## config.mk

```make
export PLATFORM = sky130hd
export DESIGN_NAME = slarf_mac
export DESIGN_NICKNAME = d
export VERILOG_FILES = /design/src/hdl/sign_lms_audio_reconstruction_filter_assert.svh /design/src/hdl/slarf_pkg.sv /design/src/hdl/slarf_mac.sv
export SDC_FILE = /design/constraint.sdc
export NUM_CORES = 1
export LEC_CHECK = 0
export ABC_AREA = 1
export BUFFER_PORTS_ARGS = -buffer_cell sky130_fd_sc_hd__buf_4
export CAP_MARGIN = 20
export CORE_MARGIN = 5
export CORE_UTILIZATION = 61
export DETAILED_ROUTE_END_ITERATION = 6
export GPL_ROUTABILITY_DRIVEN = 0
export PLACE_DENSITY_LB_ADDON = 0.08
export SETUP_SLACK_MARGIN = 0.4
export SLEW_MARGIN = 10
export SYNTH_ARGS = -nofsm -noshare
export SYNTH_HDL_FRONTEND = slang
export SYNTH_SLANG_ARGS = --single-unit
```

## constraint.sdc

```tcl
create_clock -name clk -period 8.43 [get_ports clk]
set_input_delay 1.2645 -clock clk [delete_from_list [all_inputs] [get_ports clk]]
set_output_delay 1.2645 -clock clk [all_outputs]
set_load 0.005 [all_outputs]
```

## src/hdl/sign_lms_audio_reconstruction_filter_assert.svh

```systemverilog
// Assertion macros used by the sign-LMS reconstruction filter module.
`ifndef SIGN_LMS_AUDIO_RECONSTRUCTION_FILTER_ASSERT_SVH
`define SIGN_LMS_AUDIO_RECONSTRUCTION_FILTER_ASSERT_SVH
`ifndef NO_ASSERTIONS
`define SLARF_ASSERT_RST(lbl, clk, rst, prop) \
  lbl: assert property (@(posedge clk) disable iff (rst) prop) \
    else $error("sign-LMS filter check failed");
`define SLARF_ASSERT_CLK(lbl, clk, prop) \
  lbl: assert property (@(posedge clk) prop) \
    else $error("sign-LMS filter check failed");
`else
`define SLARF_ASSERT_RST(lbl, clk, rst, prop)
`define SLARF_ASSERT_CLK(lbl, clk, prop)
`endif
`endif

```

## src/hdl/slarf_pkg.sv

```systemverilog
// Shared constants and types of the sign-LMS reconstruction filter.
package slarf_pkg;

  localparam int MAX_ORDER = 1280;
  localparam int MIN_ORDER = 16;
  localparam int ADDR_W    = $clog2(MAX_ORDER);
  localparam int CNT_W     = $clog2(MAX_ORDER + 1);
  localparam int POS_W     = ADDR_W + 2;
  localparam int ORDER_W   = 11;
  localparam int FRAC_W    = 4;
  localparam int CMP_W     = (ORDER_W > CNT_W) ? ORDER_W : CNT_W;
  localparam int DATA_W    = 32;
  localparam int COEF_W    = 16;
  localparam int HIST_W    = 16;
  localparam int ADAPT_W   = 7;
  localparam int CFG_IDX_W = 2;
  localparam int CFG_W     = 11;

  localparam logic [CFG_IDX_W-1:0] REG_FILTER_ORDER = 2'd0;
  localparam logic [CFG_IDX_W-1:0] REG_FRAC_BITS    = 2'd1;
  localparam logic [CFG_IDX_W-1:0] REG_ADAPT_MODE   = 2'd2;

  localparam logic [ORDER_W-1:0] RESET_ORDER = 11'd16;
  localparam logic [FRAC_W-1:0]  RESET_FRAC  = 4'd11;
  localparam logic               RESET_MODE  = 1'b1;

  localparam logic MODE_OLD = 1'b0;
  localparam logic MODE_NEW = 1'b1;

  localparam logic signed [ADAPT_W-1:0] ADAPT_LARGE = 7'sd32;
  localparam logic signed [ADAPT_W-1:0] ADAPT_MID   = 7'sd16;
  localparam logic signed [ADAPT_W-1:0] ADAPT_SMALL = 7'sd8;
  localparam logic signed [ADAPT_W-1:0] ADAPT_OLD   = 7'sd4;

  localparam logic [3:0] AGE_NEW_0 = 4'd1;
  localparam logic [3:0] AGE_NEW_1 = 4'd2;
  localparam logic [3:0] AGE_NEW_2 = 4'd8;
  localparam logic [3:0] AGE_OLD_0 = 4'd4;
  localparam logic [3:0] AGE_OLD_1 = 4'd8;

  typedef struct packed {
    logic issue;
    logic clr_acc;
    logic neg;
    logic upd;
  } mac_ctrl_t;

endpackage

```

## src/hdl/slarf_mac.sv

```systemverilog
// Shared multiply-accumulate unit with the per-tap coefficient update.
module slarf_mac (
  input  logic                                         clk,
  input  logic                                         rst,
  input  slarf_pkg::mac_ctrl_t                         ctrl,
  input  logic [slarf_pkg::ADDR_W-1:0]                 tap_index,
  input  logic [slarf_pkg::COEF_W-1:0]                 coef_q,
  input  logic [slarf_pkg::HIST_W-1:0]                 hist_q,
  input  logic [slarf_pkg::ADAPT_W-1:0]                adapt_q,
  output logic                                         coef_we,
  output logic [slarf_pkg::ADDR_W-1:0]                 coef_waddr,
  output logic [slarf_pkg::COEF_W-1:0]                 coef_wdata,
  output logic [slarf_pkg::DATA_W-1:0]                 acc,
  output logic                                         busy
);

  logic                            v1;
  logic                            v2;
  logic [slarf_pkg::ADDR_W-1:0]    idx1;
  logic signed [slarf_pkg::DATA_W-1:0] prod;
  logic [slarf_pkg::COEF_W-1:0]    adapt_ext;

  assign adapt_ext = {{(slarf_pkg::COEF_W - slarf_pkg::ADAPT_W){adapt_q[slarf_pkg::ADAPT_W-1]}},
                      adapt_q};

  always_ff @(posedge clk) begin
    if (rst) begin
      v1  <= 1'b0;
      v2  <= 1'b0;
      acc <= '0;
    end else begin
      v1 <= ctrl.issue;
      v2 <= v1;
      if (ctrl.clr_acc) begin
        acc <= '0;
      end else if (v2) begin
        acc <= acc + prod;
      end
    end
  end

  always_ff @(posedge clk) begin
    idx1 <= tap_index;
    if (v1) begin
      prod <= $signed(hist_q) * $signed(coef_q);
    end
  end

  assign coef_we    = v1 && ctrl.upd;
  assign coef_waddr = idx1;
  assign coef_wdata = ctrl.neg ? (coef_q + adapt_ext) : (coef_q - adapt_ext);
  assign busy       = v1 || v2;

endmodule

```

After elaboration in Yosys (flattened, before gate mapping)
Cells that the tools add are included.

word-level totals
  input port bits = 56
  flip-flop bits (word level) = 77
  output and inout bits = 61

cells by class
  mux-type cells = 1
  reductions and logical operators = 3
  $mul = 1
  add/subtract/negate cells = 3

operators by type and width
  operator                                        count
  32-bit adder                                    1
  16-bit by 16-bit multiplier with 32-bit output  1
  16-bit adder                                    1
  16-bit two-way mux                              1
  16-bit subtractor                               1
  2-bit OR reduction                              1
  1-bit logical AND                               1
  1-bit logical OR                                1

Depth between registers and ports, before layout
Gate-level depths: netlist of run 1.

  depth in word-level cells = 2
  mapped depth = 27
  mapped depth without buffers = 25

Least setup slack after synthesis of run 1
Ideal clock, no wire load.

  kind = input port to flip-flop
  from = in coef_q[6] (netlist bit)
  to = reg prod[31] (netlist bit) (data pin)
  cell stages on the path = 22
  arrival = 6,222 ps
  path buffers = 2
  path slack = 1,955 ps
  cell sequence = clkbuf_1 clkbuf_1 nand2_1 fa_1 inv_1 fa_1 inv_1 fa_1 fa_1 fa_1 fa_1 inv_1 ha_1 nand2_1 nor2_1 nand2_1 nor4_2 nand2_1 inv_1 nor2_1 nand2_1 nand2_1

on the way
  longest elaborated chain between the ends = 1

RTL lines
  what                                            RTL line         RTL
  start: declaration                              slarf_mac.sv:7   input logic [slarf_pkg::COEF_W-1:0] coef_q,
  16-bit by 16-bit multiplier with 32-bit output  slarf_mac.sv:45  prod <= $signed(hist_q) * $signed(coef_q);
  end signal: assignment                          slarf_mac.sv:45
  end: declaration                                slarf_mac.sv:20  logic signed [slarf_pkg::DATA_W-1:0] prod;

Every way passes these cells.
A chain may end at the register's enable or synchronous reset.

Worst setup path in the final report of run 1
  from = in coef_q[15] (netlist bit)
  to = reg prod[23] (netlist bit) (data pin)

The elaborated chain is that of the path after synthesis.

==> qor.txt, run 1 <==
Sequential-to-total area share from yosys stat -> 0.117
Max-Cap Viols -> 0
Grt total ovfl -> 0
Core area -> 0.0258 mm2
Worst setup EP type -> flop
Gate count of the mapped netlist -> 2126
Largest net degree at the start of global routing -> 49
Slew of the pin with the lowest slew margin -> 0.718 ns
Post-Synth Simple-Gate Area -> 0.205
Area leader, netlist -> fa_1
CTS tree -> built
Async set or reset register ratio after synthesis -> 0
Largest cells by area after synthesis -> fa_1 (33%), inv_1 (13%), nand2_1 (12%)
Status -> finished clean
Post-Synth XOR/XNOR Area -> 0.0369
WHS Path Cells -> 2
Post-CTS setup buffer count -> 0
Crit path max fanout -> 18
I/O pin cnt -> 117
Finished Cell Area -> 0.0172 mm2
Worst EP required -> 8.52 ns
Num CTS Buffers -> 9
Total Nets Final -> 2638
Synth warn -> 0
Synth unique cells -> 41
Clock Tree Root -> clkbuf_16
Fillers -> 2307
Starting Density -> 0.615
Vias per inst -> 5.21
H-tree Lvls -> 3
Final worst-path cycle share -> 0.785
Row cnt -> 59
Clk Latency, worst-skew pair -> 0.34 ns
Post-CTS Hold Fix Bufs -> 0
IO Port Bufs -> 116
Finished Core Util -> 0.666
Finish-stage setup viols -> 0
Worst reg2reg path depth -> 15
Post-Syn Area per Cell -> 7.48 um2
CTS sink count -> 77
RSZ-0062 raised after global routing -> no
Maximum clock frequency -> 151 MHz
Rel. slew slack -> 0.522
Chip height -> 171 um
CP startpoint kind -> input port
Post-cts resize count -> 0
Dominant synthesized flop cell -> dfxtp_1
First-pass GRT wire length -> 63000 um
First drt pass iteration count -> 6
Critical path arrival -> 6.70 ns
TNS Setup -> 0 ns
Post-Route Hold Slack -> 0.460 ns
Post-synthesis cell area -> 0.0159 mm2
Vias in the first global route -> 13600
Area Growth Syn to Fin -> 8.21%
Synth Net Count -> 2577
Final Max Slew Viols -> 0
All-Layer GR Usage -> 0.263
Register bit count reported by yosys -> 77
Fin. Hold Viols -> 0
Post-DP HPWL -> 31900 um
Post-synthesis compound-gate area fraction -> 0.0558
Ant. Diodes -> 0
DIE AREA -> 0.0294 mm2
Wirelength, routed -> 37600 um
Residual DRC -> 0
Setup Crit Path Kind -> input port to flop
Initial antenna violation count -> 0
Clock-pin transition on the worst setup and hold timing paths -> 0.06 ns
Post-synth top area share -> 0.332
Die X -> 171 um
Worst Hold Class -> flop to flop
DR WL/cell -> 14.9 um
Crit path time final -> 6.61 ns
Initial DRC count -> 769
Post-synthesis mux area share -> 0
Number of routed nets with antenna violations -> 0
Placed Area -> 0.0169 mm2
Clock buffer depth -> 2
Adder-cell share of the synthesized area -> 0.435
Worst R2R Setup Slack -> 6.22 ns
Largest family of logic cells by synthesized area -> adder cells
Vias -> 13200
Skew final -> 0.00727 ns
EDFF count, synth -> 32
Share of layout cells above drive strength 1 -> 0.0744
## cell families (layout without fill, tap and decap cells)
kind of cell,after synthesis,count (layout)
and+or+nand+nor,799,799
buffers and inverters,629,695
adders and majority gates,395,395
AOI/OAI and AO/OA,159,159
DFF,77,77
xor gates and xnor gates,67,67
## critical path: stages
cell and delay [ns]:
buf_4 0.08, clkinv_1 0.52, or2_2 0.54, fa_1 0.46
fa_1 0.51, fa_1 0.43, fa_1 0.50, fa_1 0.43
fa_1 0.49, inv_1 0.04, ha_1 0.34, nand2_1 0.13
nor2_1 0.23, inv_1 0.10, o21bai_1 0.18, o21bai_2 0.17
nand2_1 0.11, nand3_1 0.08, nand2_1 0.08
## final timing paths
check | from | endpoint
max reg2reg | acc[0] | acc[30]
min reg2reg | v1 | v2
min | v1 | v2
max | coef_q[15] | prod[23]
## cell type report
class	count	area (um2)	area share
multi-input cells	1420	11700	0.677
inverters	561	2110	0.122
flip-flops and latches	77	1860	0.108
repair buffers	118	886	0.0515
well taps	335	419	0.0244
clock buffers	9	225	0.0131
clock inverters	7	55.1	0.00320
## layout by cell type (no fill, tap or decap), types with 9 or more instances in the layout
| cell | n |
|---|---|
| inv_1 | 559 |
| nand2_1 | 506 |
| fa_1 | 264 |
| nor2_1 | 163 |
| ha_1 | 131 |
| buf_4 | 118 |
| a21oi_1 | 76 |
| nand3_1 | 72 |
| xor2_1 | 52 |
| dfxtp_1 | 45 |
| o21ai_0 | 43 |
| edfxtp_1 | 32 |
| xnor2_1 | 15 |
| nor3_1 | 14 |
| nand4_1 | 14 |
| o21bai_1 | 12 |
| nand2_2 | 10 |
| clkbuf_16 | 9 |
## state kept, by name, summed over array words and instances (netlist names)
signal,cells
v2,1
v1,1
coef_waddr,11
prod,32
acc,32
## metal layers
metal,global-route usage,vias up,wire length (um)
met5,0,-,0
li1,-,6381,-
met3,0.0262,88,2020
met2,0.460,458,18100
met4,0.0847,0,1200
met1,0.347,6245,16200
## cells in the mapped netlist, drive strengths merged (13+ instances only)
library cell	instances
dfxtp	45
o21bai	13
clkbuf	66
nand3	73
nor3	15
ha	131
nand2	516
o21ai	49
nand4	14
edfxtp	32
inv	560
nor2	168
xnor2	15
xor2	52
a21oi	78
fa	264
## through the flow
step,worst slack [ns],std cells
global route,1.53,2527
detailed placement,1.54,2511
floorplan,1.95,2126
CTS,1.91,2527
global placement,1.58,2511
finish,1.82,2527
Power of run 1 is not shown: default switching activity piles up to over one toggle a cycle in this logic, so the estimate is an artifact.
==> inputs of run 2 (changes only) <==
--- a/config.mk
+++ b/config.mk
@@ -9,7 +9,7 @@
 export BUFFER_PORTS_ARGS = -buffer_cell sky130_fd_sc_hd__buf_4
 export CAP_MARGIN = 20
 export CORE_MARGIN = 5
-export CORE_UTILIZATION = 61
+export CORE_UTILIZATION = 58
 export DETAILED_ROUTE_END_ITERATION = 6
 export GPL_ROUTABILITY_DRIVEN = 0
 export PLACE_DENSITY_LB_ADDON = 0.08
==> constraint.sdc (replaced) <==
create_clock -name clk -period 5.95 [get_ports clk]
set_input_delay 0.8925 -clock clk [delete_from_list [all_inputs] [get_ports clk]]
set_output_delay 0.8925 -clock clk [all_outputs]
set_load 0.005 [all_outputs]
==> qor.txt, run 2 (synthesized netlist as in run 1, its figures left out) <==
Die X -> 176 um (was 171 um)
IO Port Bufs -> 116 (unchanged)
DR WL/cell -> 15.3 um (was 14.9 um)
Post-Route Hold Slack -> 0.484 ns (was 0.460 ns)
Row cnt -> 60 (was 59)
All-Layer GR Usage -> 0.262 (was 0.263)
Clock-pin transition on the worst setup and hold timing paths -> 0.06 ns (about the same)
Clock Tree Root -> clkbuf_16 (unchanged)
Finish-stage setup viols -> 0 (unchanged)
First drt pass iteration count -> 5 (was 6)
DIE AREA -> 0.0308 mm2 (was 0.0294 mm2)
Cell total after placement -> 2589 (was 2511)
Setup Crit Path Kind -> input port to flop (unchanged)
Commonest cells after routing, fill and taps aside -> inv_1 (532), nand2_1 (475), fa_1 (249) (was inv_1 (559), nand2_1 (506), fa_1 (264))
Slowest CP cell -> fa_1 (was or2_2)
Grt total ovfl -> 0 (unchanged)
Crit path max fanout -> 17 (was 18)
Total Nets Final -> 2733 (was 2638)
Initial DRC count -> 810 (was 769)
Clock buffer depth -> 2 (unchanged)
Number of routed nets with antenna violations -> 0 (unchanged)
Post-Layout Cell Count -> 2628 (was 2527)
Post-DP HPWL -> 33500 um (was 31900 um)
Final Max Slew Viols -> 0 (unchanged)
Worst setup EP type -> flop (unchanged)
Fillers -> 2232 (was 2307)
H-tree Lvls -> 3 (unchanged)
Clk Latency, worst-skew pair -> 0.34 ns (about the same)
Largest net degree at the start of global routing -> 49 (unchanged)
Wirelength, routed -> 40100 um (was 37600 um)
CTS sink count -> 77 (unchanged)
Final worst-path cycle share -> 0.951
Worst path most repeated cell -> fa_1 (unchanged)
Commonest non-fill, non-tap cell in the layout -> inv_1 (unchanged)
Skew final -> 0.00849 ns (was 0.00727 ns)
RSZ-0062 raised after global routing -> yes (was no)
First-pass GRT wire length -> 66500 um (was 63000 um)
CP startpoint kind -> input port (unchanged)
Max-Cap Viols -> 0 (unchanged)
Fin. Hold Viols -> 0 (unchanged)
Vias per inst -> 5.20 (was 5.21)
Ant. Diodes -> 0 (unchanged)
Rel. slew slack -> 0.564 (was 0.522)
Worst EP required -> 6.05 ns (was 8.52 ns)
Area Growth Syn to Fin -> 19.1% (was 8.21%)
Chip height -> 176 um (was 171 um)
Share of layout cells above drive strength 1 -> 0.178 (was 0.0744)
I/O pin cnt -> 117 (unchanged)
Residual DRC -> 0 (unchanged)
Vias -> 13700 (was 13200)
Worst Hold Class -> flop to flop (unchanged)
Starting Density -> 0.590 (was 0.615)
Critical path arrival -> 5.76 ns (was 6.70 ns)
Maximum clock frequency -> 177 MHz
Vias in the first global route -> 14100 (was 13600)
Status -> finished clean (unchanged)
Slew of the pin with the lowest slew margin -> 0.653 ns (was 0.718 ns)
Crit path time final -> 5.66 ns
Crit-path cells -> buf_6, nand2_1, inv_1, fa_2, buf_4, fa_1, inv_1, fa_1, fa_1, fa_1, fa_1, inv_1, ha_4, nand4_1, nor3_2, buf_4, nor2_4, buf_6, nand3_2, nand2_1 (was buf_4, clkinv_1, or2_2, fa_1, fa_1, fa_1, fa_1, fa_1, fa_1, inv_1, ha_1, nand2_1, nor2_1, inv_1, o21bai_1, o21bai_2, nand2_1, nand3_1, nand2_1)
Initial antenna violation count -> 0 (unchanged)
Core area -> 0.0270 mm2 (was 0.0258 mm2)
CTS tree -> built (unchanged)
Num CTS Buffers -> 9 (unchanged)
Worst path max stage delay -> 0.57 ns (was 0.54 ns)
## run 2: changes by cell type in the layout (fill, tap and decap cells not counted), moves of 14 or more
cell     change
buf_4       +60
nand2_1     -31
inv_1       -27
inv_2       +27
ha_1        -21
ha_4        +20
nor2_1      -19
a21oi_1     -17
buf_6       +17
nand2_2     +17
fa_1        -15
fa_2        +15
a21oi_2     +14
nand2_4     +14
## run 2: worst paths after layout
| check | start | endpoint | slack, ns | cells past startpoint |
|---|---|---|---|---|
| hold reg to reg | acc[0] | acc[0] | 0.48 | 2 |
| hold / removal | acc[0] | acc[0] | 0.48 | 2 |
| setup / recovery | coef_q[12] | prod[30] | 0.29 | 20 |
| setup reg to reg | acc[0] | acc[28] | 3.74 | 13 |
## run 2: final cells by class
class,instances,area [um2],area share
multi-input cells,1420,12400,0.653
inverters,561,2110,0.111
repair buffers,213,1890,0.0997
flip-flops and latches,77,1860,0.0983
well taps,341,427,0.0225
clock buffers,10,229,0.0121
clock inverters,6,63.8,0.00337
## run 2: metrics by stage
step | setup WS, ns | area (um2) | utilization | setup TNS, ns
floorplan | 0.258 | 16600 | - | 0
global placement | -0.112 | 17900 | 0.664 | -0.257
detailed placement | -0.198 | 17900 | 0.664 | -0.506
CTS | 0.328 | 18400 | 0.683 | 0
global route | 0.158 | 18900 | 0.703 | 0
finish | 0.292 | 18900 | 0.703 | 0
## run 2: timing repair
item | 4_1_cts | 5_1_grt
hold buffers | 0 | 0
pin swaps | 16 | 60
buffers inserted | 9 | 11
endpoints found under the setup margin | 6 | 17
resized for setup | 39 | 122
cloned | 1 | 2
## run 2: routing by layer
layer | routed length (um) | vias to the layer above | GRT usage
met5 | 0 | - | 0
met2 | 19700 | 468 | 0.460
met1 | 16600 | 6533 | 0.338
met3 | 2140 | 107 | 0.0239
met4 | 1590 | 0 | 0.0981
li1 | - | 6565 | -
## run 2: worst max-delay path: cells and delay by family
| kind | cells | cell delay, ns |
|---|---|---|
| adders and majority gates | 7 | 3.29 |
| buffers and inverters | 7 | 0.82 |
| and+or+nand+nor | 6 | 0.75 |
Power of run 2 is left out for the same reason.
